===== config.mk =====
export PLATFORM = sky130hd
export DESIGN_NAME = ecu_front
export DESIGN_NICKNAME = d
export VERILOG_FILES = /design/src/rtl/ecu_pkg.sv /design/src/rtl/ecu_front.sv
export SDC_FILE = /design/constraint.sdc
export NUM_CORES = 1
export LEC_CHECK = 0
export ABC_AREA = 1
export BUFFER_PORTS_ARGS = -buffer_cell sky130_fd_sc_hd__clkbuf_2
export CORE_MARGIN = 5
export CORE_UTILIZATION = 54
export DETAILED_ROUTE_END_ITERATION = 10
export MAX_ROUTING_LAYER = met4
export PLACE_DENSITY = 0.84
export SYNTH_ARGS = -nofsm -noshare
export SYNTH_HDL_FRONTEND = slang
export SYNTH_SLANG_ARGS = --single-unit
export TNS_END_PERCENT = 50

===== constraint.sdc =====
create_clock -name vclk -period 5
set_input_delay 1.5 -clock vclk [all_inputs]
set_output_delay 1.5 -clock vclk [all_outputs]
set_load 0.01 [all_outputs]

===== src/rtl/ecu_pkg.sv =====
// Shared types, codes and constant-table generators for the easing curve unit.
// Depends on nothing; every other file of the block imports it.
package ecu_pkg;

    localparam int FRACTION_BITS_DEF = 16;
    localparam int TABLE_DEPTH_DEF   = 256;
    localparam int QUEUE_DEPTH       = 4;

    localparam logic [63:0] HALF_PI_Q30 = 64'd1686629713;
    localparam logic [63:0] LN2_Q30     = 64'd744261118;

    // Curve selector codes.
    localparam logic [3:0] FN_LINEAR        = 4'd0;
    localparam logic [3:0] FN_ELASTIC_IN    = 4'd1;
    localparam logic [3:0] FN_ELASTIC_OUT   = 4'd2;
    localparam logic [3:0] FN_ELASTIC_INOUT = 4'd3;
    localparam logic [3:0] FN_BOUNCE_IN     = 4'd4;
    localparam logic [3:0] FN_BOUNCE_OUT    = 4'd5;
    localparam logic [3:0] FN_BOUNCE_INOUT  = 4'd6;
    localparam logic [3:0] FN_BACK_IN       = 4'd7;
    localparam logic [3:0] FN_BACK_OUT      = 4'd8;
    localparam logic [3:0] FN_BACK_INOUT    = 4'd9;

    // Base curve that the back end evaluates.
    typedef enum logic [2:0] {
        KIND_ZERO,
        KIND_LINEAR,
        KIND_EIN,
        KIND_EOUT,
        KIND_BOUNCE,
        KIND_BACK
    } ecu_kind_t;

    // Offset added after the base curve.
    typedef enum logic [1:0] {
        BASE_ZERO,
        BASE_ONE,
        BASE_TWO
    } ecu_base_t;

    typedef struct packed {
        ecu_kind_t kind;
        ecu_base_t base;
        logic      neg;
        logic      half;
    } ecu_ctrl_t;

    typedef struct packed {
        logic full;
        logic empty;
    } ecu_queue_status_t;

    // Sine of x (Q30 radians) by Taylor series, rounded to fb fraction bits.
    function automatic logic [31:0] sine_entry(input logic [63:0] x, input int fb);
        logic [63:0] x2;
        logic [63:0] term;
        longint      sum;
        longint      e;
        longint      one;
        x2   = (x * x) >> 30;
        term = x;
        sum  = longint'(x);
        term = ((term * x2) >> 30) / 64'd6;   sum = sum - longint'(term);
        term = ((term * x2) >> 30) / 64'd20;  sum = sum + longint'(term);
        term = ((term * x2) >> 30) / 64'd42;  sum = sum - longint'(term);
        term = ((term * x2) >> 30) / 64'd72;  sum = sum + longint'(term);
        term = ((term * x2) >> 30) / 64'd110; sum = sum - longint'(term);
        term = ((term * x2) >> 30) / 64'd156; sum = sum + longint'(term);
        term = ((term * x2) >> 30) / 64'd210; sum = sum - longint'(term);
        term = ((term * x2) >> 30) / 64'd272; sum = sum + longint'(term);
        if (sum < 0) begin
            sum = 0;
        end
        e   = longint'((64'(sum) + (64'd1 << (29 - fb))) >> (30 - fb));
        one = longint'(64'd1 << fb);
        if (e > one) begin
            e = one;
        end
        return 32'(e);
    endfunction

    // exp(y) for y in Q30 by Taylor series, rounded to fb fraction bits.
    function automatic logic [31:0] pow_entry(input logic [63:0] y, input int fb);
        logic [63:0] t;
        logic [63:0] s;
        t = 64'd1 << 30;
        s = t;
        t = ((t * y) >> 30) / 64'd1;  s = s + t;
        t = ((t * y) >> 30) / 64'd2;  s = s + t;
        t = ((t * y) >> 30) / 64'd3;  s = s + t;
        t = ((t * y) >> 30) / 64'd4;  s = s + t;
        t = ((t * y) >> 30) / 64'd5;  s = s + t;
        t = ((t * y) >> 30) / 64'd6;  s = s + t;
        t = ((t * y) >> 30) / 64'd7;  s = s + t;
        t = ((t * y) >> 30) / 64'd8;  s = s + t;
        t = ((t * y) >> 30) / 64'd9;  s = s + t;
        t = ((t * y) >> 30) / 64'd10; s = s + t;
        t = ((t * y) >> 30) / 64'd11; s = s + t;
        t = ((t * y) >> 30) / 64'd12; s = s + t;
        t = ((t * y) >> 30) / 64'd13; s = s + t;
        return 32'((s + (64'd1 << (29 - fb))) >> (30 - fb));
    endfunction

endpackage


===== src/rtl/ecu_front.sv =====
// Front end: clamps progress and maps the curve selector onto a base curve,
// its argument and the offset, sign and halving applied afterwards. Uses ecu_pkg.
module ecu_front #(
    parameter int FRACTION_BITS = ecu_pkg::FRACTION_BITS_DEF
) (
    input  logic [3:0]               s_func,
    input  logic [FRACTION_BITS:0]   s_progress,
    output ecu_pkg::ecu_ctrl_t       ctrl,
    output logic [FRACTION_BITS:0]   arg
);
    import ecu_pkg::*;

    localparam int F     = FRACTION_BITS;
    localparam int AW    = F + 1;
    localparam int ONE_I = 1 << F;

    logic [AW-1:0] p;
    logic [AW:0]   twop;
    logic          lower;

    always_comb begin
        p     = (s_progress > AW'(ONE_I)) ? AW'(ONE_I) : s_progress;
        twop  = {p, 1'b0};
        lower = twop < (AW + 1)'(ONE_I);
    end

    always_comb begin
        ctrl = '{kind: KIND_ZERO, base: BASE_ZERO, neg: 1'b0, half: 1'b0};
        arg  = '0;
        unique case (s_func)
            FN_LINEAR: begin
                ctrl.kind = KIND_LINEAR;
                arg       = p;
            end
            FN_ELASTIC_IN: begin
                ctrl.kind = KIND_EIN;
                arg       = p;
            end
            FN_ELASTIC_OUT: begin
                ctrl.kind = KIND_EOUT;
                arg       = p;
            end
            FN_ELASTIC_INOUT: begin
                ctrl.half = 1'b1;
                if (lower) begin
                    ctrl.kind = KIND_EIN;
                    arg       = AW'(twop);
                end else begin
                    ctrl.kind = KIND_EOUT;
                    ctrl.base = BASE_ONE;
                    arg       = AW'(twop - (AW + 1)'(ONE_I));
                end
            end
            FN_BOUNCE_IN: begin
                ctrl.kind = KIND_BOUNCE;
                ctrl.base = BASE_ONE;
                ctrl.neg  = 1'b1;
                arg       = AW'(ONE_I) - p;
            end
            FN_BOUNCE_OUT: begin
                ctrl.kind = KIND_BOUNCE;
                arg       = p;
            end
            FN_BOUNCE_INOUT: begin
                ctrl.kind = KIND_BOUNCE;
                ctrl.base = BASE_ONE;
                ctrl.half = 1'b1;
                if (lower) begin
                    ctrl.neg = 1'b1;
                    arg      = AW'((AW + 1)'(ONE_I) - twop);
                end else begin
                    arg      = AW'(twop - (AW + 1)'(ONE_I));
                end
            end
            FN_BACK_IN: begin
                ctrl.kind = KIND_BACK;
                arg       = p;
            end
            FN_BACK_OUT: begin
                ctrl.kind = KIND_BACK;
                ctrl.base = BASE_ONE;
                ctrl.neg  = 1'b1;
                arg       = AW'(ONE_I) - p;
            end
            FN_BACK_INOUT: begin
                ctrl.kind = KIND_BACK;
                ctrl.half = 1'b1;
                if (lower) begin
                    arg = AW'(twop);
                end else begin
                    ctrl.base = BASE_TWO;
                    ctrl.neg  = 1'b1;
                    arg       = AW'((AW + 1)'(2 * ONE_I) - twop);
                end
            end
            default: begin
                ctrl.kind = KIND_ZERO;
                arg       = '0;
            end
        endcase
    end

endmodule


Yosys cells after proc, flatten, opt, wreduce, memory -nomap -nowiden
Index checks and enable logic that the tools add are counted.
{"block": "word_totals", "output_inout_bits": 24, "regBits": 0, "word_cells": 35, "input_bits": 21}
{"block": "classes", "muxes": 13, "n_lt_le_gt_ge": 2, "addsub": 4, "reduce_logical": 7, "n_eq_ne": 9}
{"op": "17-bit one-hot mux with 5 select lines", "count": 1}
{"op": "17-bit 2-to-1 mux", "count": 4}
{"op": "17-bit subtractor, first input constant", "count": 2}
{"op": "18-bit by 17-bit < comparator with 1-bit output, second input constant", "count": 1}
{"op": "3-bit one-hot mux with 6 select lines", "count": 1}
{"op": "17-bit > comparator, second input constant", "count": 1}
{"op": "1-bit by 17-bit subtractor with 17-bit output, first input constant", "count": 1}
{"op": "17-bit subtractor, second input constant", "count": 1}
{"op": "4-bit by 3-bit == test with 1-bit output, second input constant", "count": 4}
{"op": "3-bit OR reduction", "count": 4}
{"op": "4-bit by 2-bit == test with 1-bit output, second input constant", "count": 2}
{"op": "4-bit == test, second input constant", "count": 2}
{"op": "2-bit one-hot mux with 3 select lines", "count": 1}
{"op": "5-bit OR reduction", "count": 1}
{"op": "4-bit by 1-bit == test with 1-bit output, second input constant", "count": 1}
{"op": "4-bit zero test", "count": 1}
{"op": "1-bit 2-to-1 mux", "count": 4}
{"op": "3-bit 2-to-1 mux", "count": 1}
{"op": "1-bit one-hot mux with 3 select lines", "count": 1}
{"op": "2-bit OR reduction", "count": 1}

Longest topological paths before layout
{"block": "logic_depth", "ltp_word": 5, "depth_mapped": 17, "mapped_depth_nobuf": 15}

Least setup slack after synthesis
OpenSTA, ideal clock, no wires.
{"block": "synth_timing", "path_kind": "input to output", "start": "in s_progress[11]", "end": "out arg[2]", "path_stages": 14, "arrival_time_ns": 3.044, "path_buffers": 2, "slack_ns": 0.456, "t_required_ns": 3.500, "cell_sequence": "nor2_2 -> nand2_1 -> nor2_1 -> nand2_1 -> nand2_1 -> buf_6 -> buf_6 -> nand2_1 -> ha_1 -> inv_1 -> o21ai_0 -> a21oi_1 -> o221a_2 -> o21ai_0"}
{"block": "synth_between", "elab_chain_cells": 5, "word_cells_on_any_way": 11, "classes_between": "4 x add/sub; 2 x order compare; 5 x mux"}
{"element": "start, declared", "line_no": "ecu_front.sv:7", "text": "input logic [FRACTION_BITS:0] s_progress,"}
{"element": "17-bit > comparator", "line_no": "ecu_front.sv:22", "text": "p = (s_progress > AW'(ONE_I)) ? AW'(ONE_I) : s_progress;"}
{"element": "17-bit 2-to-1 mux *", "line_no": "ecu_front.sv:22"}
{"element": "1-bit by 17-bit subtractor with 17-bit output (tied with other cells)", "line_no": "ecu_front.sv:93", "text": "arg = AW'((AW + 1)'(2 * ONE_I) - twop);"}
{"element": "17-bit 2-to-1 mux, on equally long branches", "line_no": "ecu_front.sv:88, ecu_front.sv:45, ecu_front.sv:68"}
{"element": "17-bit one-hot mux with 5 select lines *", "line_no": "ecu_front.sv:30", "text": "unique case (s_func)"}
{"element": "end, declared", "line_no": "ecu_front.sv:9", "text": "output logic [FRACTION_BITS:0] arg"}
Every way passes the cells marked *; elsewhere a longest branch is shown, timed or not.

Worst setup path after layout
{"block": "layout_timing", "start": "in s_progress[11]", "end": "out arg[7]"}
Same word-level chain as after synthesis.

==> out/qor.txt <==
Outcome - complete, no violations
Share of the synthesized area in the top cell type - 20.0%
Mapped Avg Cell Area - 4.80 um2
Max Freq - 213 MHz
ANT cells - 0
Syn Std Cell Area - 1320 um2
Vias in the first global route - 1773
DRT iter0 DRCs - 183
Post-DRT Antenna Nets - 0
Required time of the critical path - 3.50 ns
Boundary Pins - 45
DRC - 0
PwrDens - 90.7 nW/um2
Final period util - 94.1%
Post-synthesis instance total - 274
Post-DP HPWL - 3840 um
Crit path DAT - 3.21 ns
Slew headroom - 64.0%
Final hold vios - 0
Yosys Warn Count - 0
Gr usage total - 27.3%
CP delay by family, top - simple AND/OR/NAND/NOR gates
Num rows - 17
Cells along the critical path - clkbuf_2 -> nor2_2 -> nand2_1 -> nor2_1 -> nand2_1 -> nand2_1 -> nand2_1 -> ha_1 -> nand2_2 -> nor2_2 -> nand2_1 -> nand2_1 -> nand2_1 -> nand3b_1 -> nand2_1 -> clkbuf_2
Wirelength per Cell - 13.3 um
Worst Setup Path Type - input pin to output pin
Hold WS - 3.36 ns
FFs & Latches - 0
Startpoint Class - input pin
Setup TNS - 0 ns
Max_cap viols - 0
Syn Nets - 296
Sequential cell area - 0 um2
P&R area growth vs syn - 22.1%
Routed wire length - 4680 um
Critical path's slowest cell - ha_1
Largest net degree at the start of global routing - 18
HP Class - input pin to output pin
Core ar. - 2280 um2
Via-to-Cell Ratio - 5.90
Levels on crit path - 16
GPL Wtd Cong - 1.03
Kind of end point of the critical path - output pin
Seq/Total Area, Yosys - 0%
Top cells by area, synth - nand2_1, nand3_1, inv_1
Grt ovf - 0
Post-synth top cells - nand2_1, nand3_1, inv_1
Dominant cell type by area after synthesis - nand2_1
Cell repeated most along the worst path - nand2_1
Die width - 59.4 um
Resized Gates After CTS - 0
RSZ-0062 raised after global routing - no
Buffers on Ports - 45
Cts hold-fix bufs - 0
Leak - 0.000892 uW
Synth cell types - 33
Die area - 3520 um2
Slew @ Worst Pin - 0.536 ns
Largest stage delay on the critical path - 0.24 ns
Die height - 59.4 um
Post-CTS Setup Repair Bufs - 0
Layout clock buffers - 0
DR vias - 2070
Slew Limit Fails - 0
Hold Path Depth - 4
IR drop worst, VDD - 65.7 uV
Fin nets - 347
CP Buf/Inv Count - 2
Final setup viols - 0
Crit Path Max Fanout - 5
First-pass GRT wire length - 7610 um
Initial Utilization - 57.8%
Initial antenna violation count - 0
Minimum clock period - 4.71 ns
Drt first pass iters - 5
Layout cells sized above 1 - 22.3%
Count leader, synth - nand2_1
[final timing paths]
check	from	end	slack, ns
hold / removal	s_func[1]	ctrl[5]	3.36
setup / recovery	s_progress[11]	arg[7]	0.29
[report_power, final]
group / switching, uW / total [uW] / internal (uW)
Combinational: 94.0 / 146 / 51.8
Clock: 0 / 0 / 0
Sequential: 0 / 0 / 0
Total: 94.0 / 146 / 51.8
[final cells by class]
| cell class | count | area (um2) |
|---|---|---|
| Fill cell | 241 | 668 |
| Tap cell | 28 | 35.0 |
| Timing Repair Buffer | 55 | 300 |
| Inverter | 46 | 173 |
| Multi-Input combinational cell | 222 | 1100 |
[metrics by stage]
stage	utilization (%)	cell area [um2]	power [uW]	worst slack, ns	std cells
after global routing	70.6	1610	161	0.112	351
after global placement	70.6	1610	142	0.363	351
after floorplan	-	1320	91.0	0.456	274
after detailed placement	70.6	1610	143	0.325	351
after CTS	70.6	1610	144	0.321	351
final	70.6	1610	146	0.295	351
[tightest hold or removal path, stage by stage]
cell      delay, ns
clkbuf_2       0.10
nor2_1         0.05
nor2_1         0.09
clkbuf_2       0.13
[logic make-up (layout without fill, tap and decap cells)]
logic type / Yosys count / after routing / synth area share, %
AND/OR/NAND/NOR: 159 / 159 / 52.6
AO/OA/AOI/OAI: 59 / 59 / 28.0
buffers and inverters: 52 / 101 / 16.4
XOR/XNOR: 3 / 3 / 2.00
adder cells (fa/ha/maj): 1 / 1 / 0.950
[cells in the final DEF (no fill, tap or decap), drive strengths merged, types with 2 or more instances in the layout]
master,netlist,final
nand3b,2,2
a21oi,11,11
nand2,72,72
o31ai,2,2
nor2,35,35
nand3,47,47
o211ai,2,2
o21ai,24,24
buf,5,10
o41ai,3,3
inv,46,46
xor2,2,2
clkbuf,1,45
o22ai,10,10
[layer usage]
metal | vias up | track usage, % | wire [um]
li1 | 1035 | - | -
met1 | 891 | 36.9 | 1920
met2 | 130 | 42.9 | 2140
met3 | 14 | 3.27 | 555
met4 | 0 | 6.47 | 57
met5 | - | - | 0
(Power assumes the default switching activity.)
