### config.mk
export PLATFORM = sky130hd
export DESIGN_NAME = ecu_queue
export DESIGN_NICKNAME = d
export VERILOG_FILES = /design/src/rtl/ecu_pkg.sv /design/src/rtl/ecu_queue.sv
export SDC_FILE = /design/constraint.sdc
export NUM_CORES = 1
export LEC_CHECK = 0
export ABC_AREA = 0
export BUFFER_PORTS_ARGS = -buffer_cell sky130_fd_sc_hd__buf_2
export CORE_ASPECT_RATIO = 0.7
export CORE_MARGIN = 2
export CORE_UTILIZATION = 50
export CTS_CLUSTER_SIZE = 30
export DETAILED_ROUTE_END_ITERATION = 10
export PLACE_DENSITY = 0.75
export SYNTH_ARGS = -nofsm -noshare
export SYNTH_HDL_FRONTEND = slang
export SYNTH_SLANG_ARGS = --single-unit
### constraint.sdc
create_clock -name aclk -period 3.5 [get_ports aclk]
set_input_delay 1.05 -clock aclk [delete_from_list [all_inputs] [get_ports aclk]]
set_output_delay 1.05 -clock aclk [all_outputs]
set_load 0.02 [all_outputs]
### src/rtl/ecu_pkg.sv
// Shared types, codes and constant-table generators for the easing curve unit.
// Depends on nothing; every other file of the block imports it.
package ecu_pkg;

    localparam int FRACTION_BITS_DEF = 16;
    localparam int TABLE_DEPTH_DEF   = 256;
    localparam int QUEUE_DEPTH       = 4;

    localparam logic [63:0] HALF_PI_Q30 = 64'd1686629713;
    localparam logic [63:0] LN2_Q30     = 64'd744261118;

    // Curve selector codes.
    localparam logic [3:0] FN_LINEAR        = 4'd0;
    localparam logic [3:0] FN_ELASTIC_IN    = 4'd1;
    localparam logic [3:0] FN_ELASTIC_OUT   = 4'd2;
    localparam logic [3:0] FN_ELASTIC_INOUT = 4'd3;
    localparam logic [3:0] FN_BOUNCE_IN     = 4'd4;
    localparam logic [3:0] FN_BOUNCE_OUT    = 4'd5;
    localparam logic [3:0] FN_BOUNCE_INOUT  = 4'd6;
    localparam logic [3:0] FN_BACK_IN       = 4'd7;
    localparam logic [3:0] FN_BACK_OUT      = 4'd8;
    localparam logic [3:0] FN_BACK_INOUT    = 4'd9;

    // Base curve that the back end evaluates.
    typedef enum logic [2:0] {
        KIND_ZERO,
        KIND_LINEAR,
        KIND_EIN,
        KIND_EOUT,
        KIND_BOUNCE,
        KIND_BACK
    } ecu_kind_t;

    // Offset added after the base curve.
    typedef enum logic [1:0] {
        BASE_ZERO,
        BASE_ONE,
        BASE_TWO
    } ecu_base_t;

    typedef struct packed {
        ecu_kind_t kind;
        ecu_base_t base;
        logic      neg;
        logic      half;
    } ecu_ctrl_t;

    typedef struct packed {
        logic full;
        logic empty;
    } ecu_queue_status_t;

    // Sine of x (Q30 radians) by Taylor series, rounded to fb fraction bits.
    function automatic logic [31:0] sine_entry(input logic [63:0] x, input int fb);
        logic [63:0] x2;
        logic [63:0] term;
        longint      sum;
        longint      e;
        longint      one;
        x2   = (x * x) >> 30;
        term = x;
        sum  = longint'(x);
        term = ((term * x2) >> 30) / 64'd6;   sum = sum - longint'(term);
        term = ((term * x2) >> 30) / 64'd20;  sum = sum + longint'(term);
        term = ((term * x2) >> 30) / 64'd42;  sum = sum - longint'(term);
        term = ((term * x2) >> 30) / 64'd72;  sum = sum + longint'(term);
        term = ((term * x2) >> 30) / 64'd110; sum = sum - longint'(term);
        term = ((term * x2) >> 30) / 64'd156; sum = sum + longint'(term);
        term = ((term * x2) >> 30) / 64'd210; sum = sum - longint'(term);
        term = ((term * x2) >> 30) / 64'd272; sum = sum + longint'(term);
        if (sum < 0) begin
            sum = 0;
        end
        e   = longint'((64'(sum) + (64'd1 << (29 - fb))) >> (30 - fb));
        one = longint'(64'd1 << fb);
        if (e > one) begin
            e = one;
        end
        return 32'(e);
    endfunction

    // exp(y) for y in Q30 by Taylor series, rounded to fb fraction bits.
    function automatic logic [31:0] pow_entry(input logic [63:0] y, input int fb);
        logic [63:0] t;
        logic [63:0] s;
        t = 64'd1 << 30;
        s = t;
        t = ((t * y) >> 30) / 64'd1;  s = s + t;
        t = ((t * y) >> 30) / 64'd2;  s = s + t;
        t = ((t * y) >> 30) / 64'd3;  s = s + t;
        t = ((t * y) >> 30) / 64'd4;  s = s + t;
        t = ((t * y) >> 30) / 64'd5;  s = s + t;
        t = ((t * y) >> 30) / 64'd6;  s = s + t;
        t = ((t * y) >> 30) / 64'd7;  s = s + t;
        t = ((t * y) >> 30) / 64'd8;  s = s + t;
        t = ((t * y) >> 30) / 64'd9;  s = s + t;
        t = ((t * y) >> 30) / 64'd10; s = s + t;
        t = ((t * y) >> 30) / 64'd11; s = s + t;
        t = ((t * y) >> 30) / 64'd12; s = s + t;
        t = ((t * y) >> 30) / 64'd13; s = s + t;
        return 32'((s + (64'd1 << (29 - fb))) >> (30 - fb));
    endfunction

endpackage

### src/rtl/ecu_queue.sv
// Small register FIFO between the front end and the evaluation pipeline.
// Uses ecu_pkg for its status struct.
module ecu_queue #(
    parameter int WIDTH = 8,
    parameter int DEPTH = ecu_pkg::QUEUE_DEPTH
) (
    input  logic                       aclk,
    input  logic                       aresetn,
    input  logic                       push,
    input  logic [WIDTH-1:0]           push_data,
    input  logic                       pop,
    output logic [WIDTH-1:0]           pop_data,
    output ecu_pkg::ecu_queue_status_t status
);
    import ecu_pkg::*;

    localparam int PTW = (DEPTH > 1) ? $clog2(DEPTH) : 1;
    localparam int CNW = $clog2(DEPTH + 1);

    logic [WIDTH-1:0] mem_reg [DEPTH];
    logic [PTW-1:0]   wr_ptr_reg, wr_ptr_next;
    logic [PTW-1:0]   rd_ptr_reg, rd_ptr_next;
    logic [CNW-1:0]   count_reg, count_next;
    logic             do_push, do_pop;

    always_comb begin
        status.full  = (count_reg == CNW'(DEPTH));
        status.empty = (count_reg == '0);
        do_push      = push && !status.full;
        do_pop       = pop && !status.empty;
        wr_ptr_next  = wr_ptr_reg;
        rd_ptr_next  = rd_ptr_reg;
        if (do_push) begin
            wr_ptr_next = (wr_ptr_reg == PTW'(DEPTH - 1)) ? '0 : wr_ptr_reg + 1'b1;
        end
        if (do_pop) begin
            rd_ptr_next = (rd_ptr_reg == PTW'(DEPTH - 1)) ? '0 : rd_ptr_reg + 1'b1;
        end
        count_next = count_reg + CNW'(do_push) - CNW'(do_pop);
        pop_data   = mem_reg[rd_ptr_reg];
    end

    always_ff @(posedge aclk) begin
        if (!aresetn) begin
            wr_ptr_reg <= '0;
            rd_ptr_reg <= '0;
            count_reg  <= '0;
        end else begin
            wr_ptr_reg <= wr_ptr_next;
            rd_ptr_reg <= rd_ptr_next;
            count_reg  <= count_next;
        end
    end

    always_ff @(posedge aclk) begin
        if (do_push) begin
            mem_reg[wr_ptr_reg] <= push_data;
        end
    end

endmodule

* Yosys cells after proc, flatten, opt, wreduce, memory -nomap -nowiden
Memories as Yosys holds them, arrays and structs flattened. A register that Yosys moved wholly into a read port is not among the register bits.
Index checks and enable logic that the tools add are counted.
** Storage, ports and cells
- Flip-flop bits (word level) :: 7
- Bits in writable memories :: 32
- Word-level logic and storage cells :: 22
- Memories kept :: 1
** Memories
- mem_reg :: depth 4, width 8, read ports 1, clocked after memory_dff 1, wr ports 1, line ecu_queue.sv:20 : logic [WIDTH-1:0] mem_reg [DEPTH];
** Operators by class
- Add/subtract/negate cells :: 4
- Equality and inequality tests :: 3
- Multiplexer cells :: 6
- Reductions and logical operators :: 5
** Operator list (count)
- $mux 2 :: 4
- $add 2x1->2 const B :: 2
- $eq 2x2->1 const B :: 2
- $add 3x1->3 :: 1
- $eq 3x3->1 const B :: 1
- $logic_not 3->1 :: 1
- $sub 3x1->3 :: 1
- $logic_and 1x1->1 :: 2
- $logic_not 1->1 :: 2
- $mux 1 :: 2

* Depth between registers and ports, before layout
- Depth after elaboration :: 5
- Depth in mapped cells :: 11
- Depth with buffers taken out :: 10

* Least setup slack after synthesis
OpenSTA, ideal clock, no wires.
- Kind :: input-to-reg
- From :: input port push
- To :: register count_reg[2]
- Library setup time :: 0.115 ns
- Data arrival time :: 2.549 ns
- Required time :: 3.385 ns
- Slack :: 0.836 ns
- Stages on the path :: 10
- Cells stage by stage :: nor2b_2 buf_6 inv_1 ha_1 inv_1 ha_1 fa_1 xnor2_1 xnor2_1 and2_1
** Between the ends
- Word-level cells in the longest chain between the ends :: 3
** RTL lines
- from (decl) :: line ecu_queue.sv:9 : input logic push,
- $logic_and 1x1->1 :: line ecu_queue.sv:29 : do_push = push && !status.full;
- $add 3x1->3 :: line ecu_queue.sv:39 : count_next = count_reg + CNW'(do_push) - CNW'(do_pop);
- $sub 3x1->3 :: line ecu_queue.sv:39
- to (signal assigned) :: line ecu_queue.sv:51 : count_reg <= count_next;
- to (decl) :: line ecu_queue.sv:23 : logic [CNW-1:0] count_reg, count_next;
No other way between the ends.
A chain may end at the register's enable or synchronous reset.

==> results by stage <==
Timing:
- Setup violations remaining at the end of the flow were counted as 0.
- The clock skew is around 0.0053 ns.
- The transition time at the pin with the least slew margin is 0.551 ns.
- The total count of hold-check failures in the final report came to 0.
- The portion of the clock cycle consumed by the worst path in the final layout is 79.7%.
- The number of pins with negative max-slew slack in the final report came to 0.
- In this run the tightest slew margin relative to its limit is 63.2%.
- After layout, the minimum clock period comes to roughly 2.8 ns.
- Setup repair after global routing left no endpoint under its margin.
- Static timing analysis puts the maximum clock frequency at approximately 360 MHz.
- For the final routed database, the setup TNS stands at 0 ns.

Floorplanning:
- In this run the core area contains 17 standard-cell rows.
- The width of the die is 72.9 um.
- The area of the die is 3800 um2.
- The floorplan step set the die height to approximately 52 um.
- The I/O pin total is 22.
- The effective utilization at floorplan is between 50% and 60%.
- The region available for standard cell placement spans 3170 um2.

Critical path:
- The setup slack of the most critical reg-to-reg path is 1.21 ns.
- Traced cell by cell, the critical path runs through mux4_2 -> buf_2.
- The reg-to-reg critical path startpoint is count_reg[1].
- Together, buffers and inverters on the worst path number 1.
- The standard cell with the maximum stage delay on the critical path is sky130_fd_sc_hd__dfxtp_1.
- The critical path startpoint category is a flop.
- Data arrives at the worst endpoint at 1.74 ns.
- Following the worst setup path forward leads to its endpoint at pop_data[0].
- Data on the critical path is required at its endpoint by 2.45 ns.
- The biggest cell delay along the critical path is 0.67 ns.
- The maximum fanout count along the critical path is 8.
- The type of destination of the critical path is a primary output.
- The category of the most critical setup path is reg2out.
- The kind of cell with the highest combined delay along the critical path is flip-flops.
- The cell depth of the worst flop-to-flop path is 9.
- The endpoint of the most critical register-to-register path is count_reg[2].
- In this run the number of cells on the critical path is 2.

GRT:
- The global-route wire length before repair is 4080 um.
- The residual overflow from global routing is 0.
- The number of antenna violations at the first check in global routing is 0.
- The number of global-route vias before repair was about 810.
- Entering global routing, the biggest net connects 14 pins.
- The all-layer global routing usage is approximately 16%.

Route:
- The count of nets left with antenna violations once routing finished came out at 0.
- The violation count after the first detailed-route iteration is 50.
- For this run, the detailed router's first-pass iteration total came to 4.
- The total length of routed wires is around 2600 um.
- In the routed layout, each cell is associated on average with a via count of 5.14.
- The routed wire length per instance is between 15 and 20 um.
- In the routed design, unresolved DRC markers number 0.
- Summing over every cut layer, the via total after detailed routing is 812.

Logic synthesis:
- The synthesized design devotes to its leading area cell type 57.9% of total area.
- The number of enable-type register cells in the synthesized netlist is 32.
- The register area share after synthesis is 68.8%.
- Ranked by total cell area, the synthesized netlist is headed by sky130_fd_sc_hd__edfxtp_1 (58%), sky130_fd_sc_hd__dfxtp_1 (11%), sky130_fd_sc_hd__mux4_2 (11%).
- The mean area per synthesized cell is 17.5 um2.
- The flip-flop and latch count after synthesis is 41.
- The cell area after synthesis is 1660 um2.
- The synthesized net count is 115.
- By instance count, the leading cell after synthesis is sky130_fd_sc_hd__edfxtp_1.
- The synthesized instance count is 95.
- The count of synthesis-stage warnings from yosys is 0.
- sky130_fd_sc_hd__edfxtp_1 takes more of the synthesized area than any other cell.
- Counting instances in the post-synthesis netlist gives the leading cell types as sky130_fd_sc_hd__edfxtp_1 (32), sky130_fd_sc_hd__dfxtp_1 (9), sky130_fd_sc_hd__mux4_2 (8).
- After synthesis, the share of flip-flops with an asynchronous set or reset is 0%.
- The number of unique standard cell types used by synthesis is 21.
- The predominant post-synthesis flop cell is sky130_fd_sc_hd__edfxtp_1.

Placement:
- Routability-driven placement finished with a final weighted congestion of 0.659.
- The count of input and output buffers is 21.
- Including well taps, the total number of placed cells is 150.
- The detailed placement HPWL is 1820 um.

Final layout:
- The number of nets in the layout is 139.
- The filler cell count is roughly 240.
- The register with the most flip-flops in the layout has 32 of them.
- The finished layout holds 158 standard cells, fillers aside.
- Across the whole layout, storage elements account for 1140 um2.
- Cells with a size suffix above 1 make up 35.0% of the layout.
- The repair_antennas step left the layout with diodes totalling 0.
- The multi-input combinational cell area is between 400 and 500 um2.
- The post-layout utilization of the core is 59.8%.
- The area growth from synthesis to layout is 14.3%.

Power and ir drop:
- The analysis attributes to cell leakage a power of slightly above 0.0007 uW.
- The largest voltage drop on the vdd net is roughly 0.45 mV.
- The cell area power density is 726 nW/um2.

Clock network:
- The clock sink total is 41.
- After clock tree synthesis, the clock-pin slew on the worst setup and hold paths is 0.07 ns.
- The number of hold-repair buffers added at the cts stage is 0.
- The total clock buffers created by CTS is 5.
- The buffer type at the clock tree root is sky130_fd_sc_hd__clkbuf_8.
- Once the clock tree was built, the setup fixing pass inserted 0 buffers.
- The buffer levels on the longest clock path is 2.
- The H-tree generated during clock tree synthesis spans 2 levels.
- TritonCTS built the clock tree.
- Post-CTS repair changed the size of 0 cells.
- The source-to-sink clock delay at the later pin of the worst-skew pair is ~0.29 ns.

Hold path:
- The worst hold path belongs to the class reg2reg.

Outcome:
- The flow ran to the end, and the final reports show no timing, DRC or antenna violations.

Flow run:
- The max-cap violation count is 0.
==> area by class of cell <==
type / count / area share [%]
Sequential cell: 41 / 60.2
Timing Repair Buffer: 21 / 5.54
Clock buffer: 6 / 3.83
Multi-Input combinational cell: 43 / 24.7
Clock inverter: 2 / 1.85
Tap cell: 38 / 2.51
Inverter: 7 / 1.39
==> cell families (layout without fill, tap and decap cells) <==
logic type | Yosys count | count (layout) | share of synthesized area (%)
flip-flops | 41 | 41 | 68.8
AND/OR/NAND/NOR | 20 | 20 | 7.24
buffers and inverters | 11 | 36 | 3.02
multiplexers | 10 | 10 | 12.1
adder cells (fa/ha/maj) | 8 | 8 | 6.49
AO/OA/AOI/OAI | 3 | 3 | 1.36
XOR/XNOR | 2 | 2 | 1.06
==> per-layer routing <==
layer | vias up | track usage (%) | wire [um]
li1 | 391 | - | -
met1 | 402 | 18.7 | 1110
met2 | 17 | 27.3 | 1310
met3 | 2 | 4.62 | 119
met4 | 0 | 8.33 | 20
met5 | - | 0 | 0
==> how the worst min path moves through the flow <==
stage / from / to / slack, ns / cells after the start
after CTS: wr_ptr_reg[1] / wr_ptr_reg[1] / 0.52 / 2
after floorplan: wr_ptr_reg[1] / wr_ptr_reg[1] / 0.47 / 2
after global routing: wr_ptr_reg[1] / wr_ptr_reg[1] / 0.54 / 2
final: wr_ptr_reg[1] / wr_ptr_reg[1] / 0.52 / 2
after detailed placement: wr_ptr_reg[1] / wr_ptr_reg[1] / 0.51 / 2
after global placement: wr_ptr_reg[1] / wr_ptr_reg[1] / 0.49 / 2
==> cells in the final DEF, fill, tap and decap left out, types with 3 or more instances in the layout <==
cell type                   n
sky130_fd_sc_hd__and2_2     3
sky130_fd_sc_hd__and2_1     4
sky130_fd_sc_hd__clkbuf_8   5
sky130_fd_sc_hd__mux4_2     8
sky130_fd_sc_hd__buf_2     21
sky130_fd_sc_hd__inv_1      7
sky130_fd_sc_hd__dfxtp_1    9
sky130_fd_sc_hd__edfxtp_1  32
sky130_fd_sc_hd__ha_1       7
sky130_fd_sc_hd__nand2_1    6
==> where the power goes <==
group	leakage (uW)	internal, uW	switching (uW)
Clock	0.0000552	212	158
Combinational	0.000283	165	181
Sequential	0.000367	598	63.4
Total	0.000705	975	402
==> metrics by stage <==
step | instance area, um2 | hold WS, ns | power, uW | setup slack, ns
3_3_place_gp | 1790 | 0.486 | 1010 | 0.669
6_report | 1900 | 0.516 | 1380 | 0.711
3_5_place_dp | 1790 | 0.506 | 1030 | 0.624
5_1_grt | 1900 | 0.540 | 1450 | 0.581
4_1_cts | 1900 | 0.518 | 1390 | 0.676
2_1_floorplan | 1660 | 0.468 | 927 | 0.836
==> worst min-delay path, cell delays in order (launching register included) <==
cell and delay [ns]:
sky130_fd_sc_hd__dfxtp_1 0.34, sky130_fd_sc_hd__nand2_1 0.07, sky130_fd_sc_hd__mux2i_1 0.06
No activity file was read; power rests on OpenSTA's default activity.
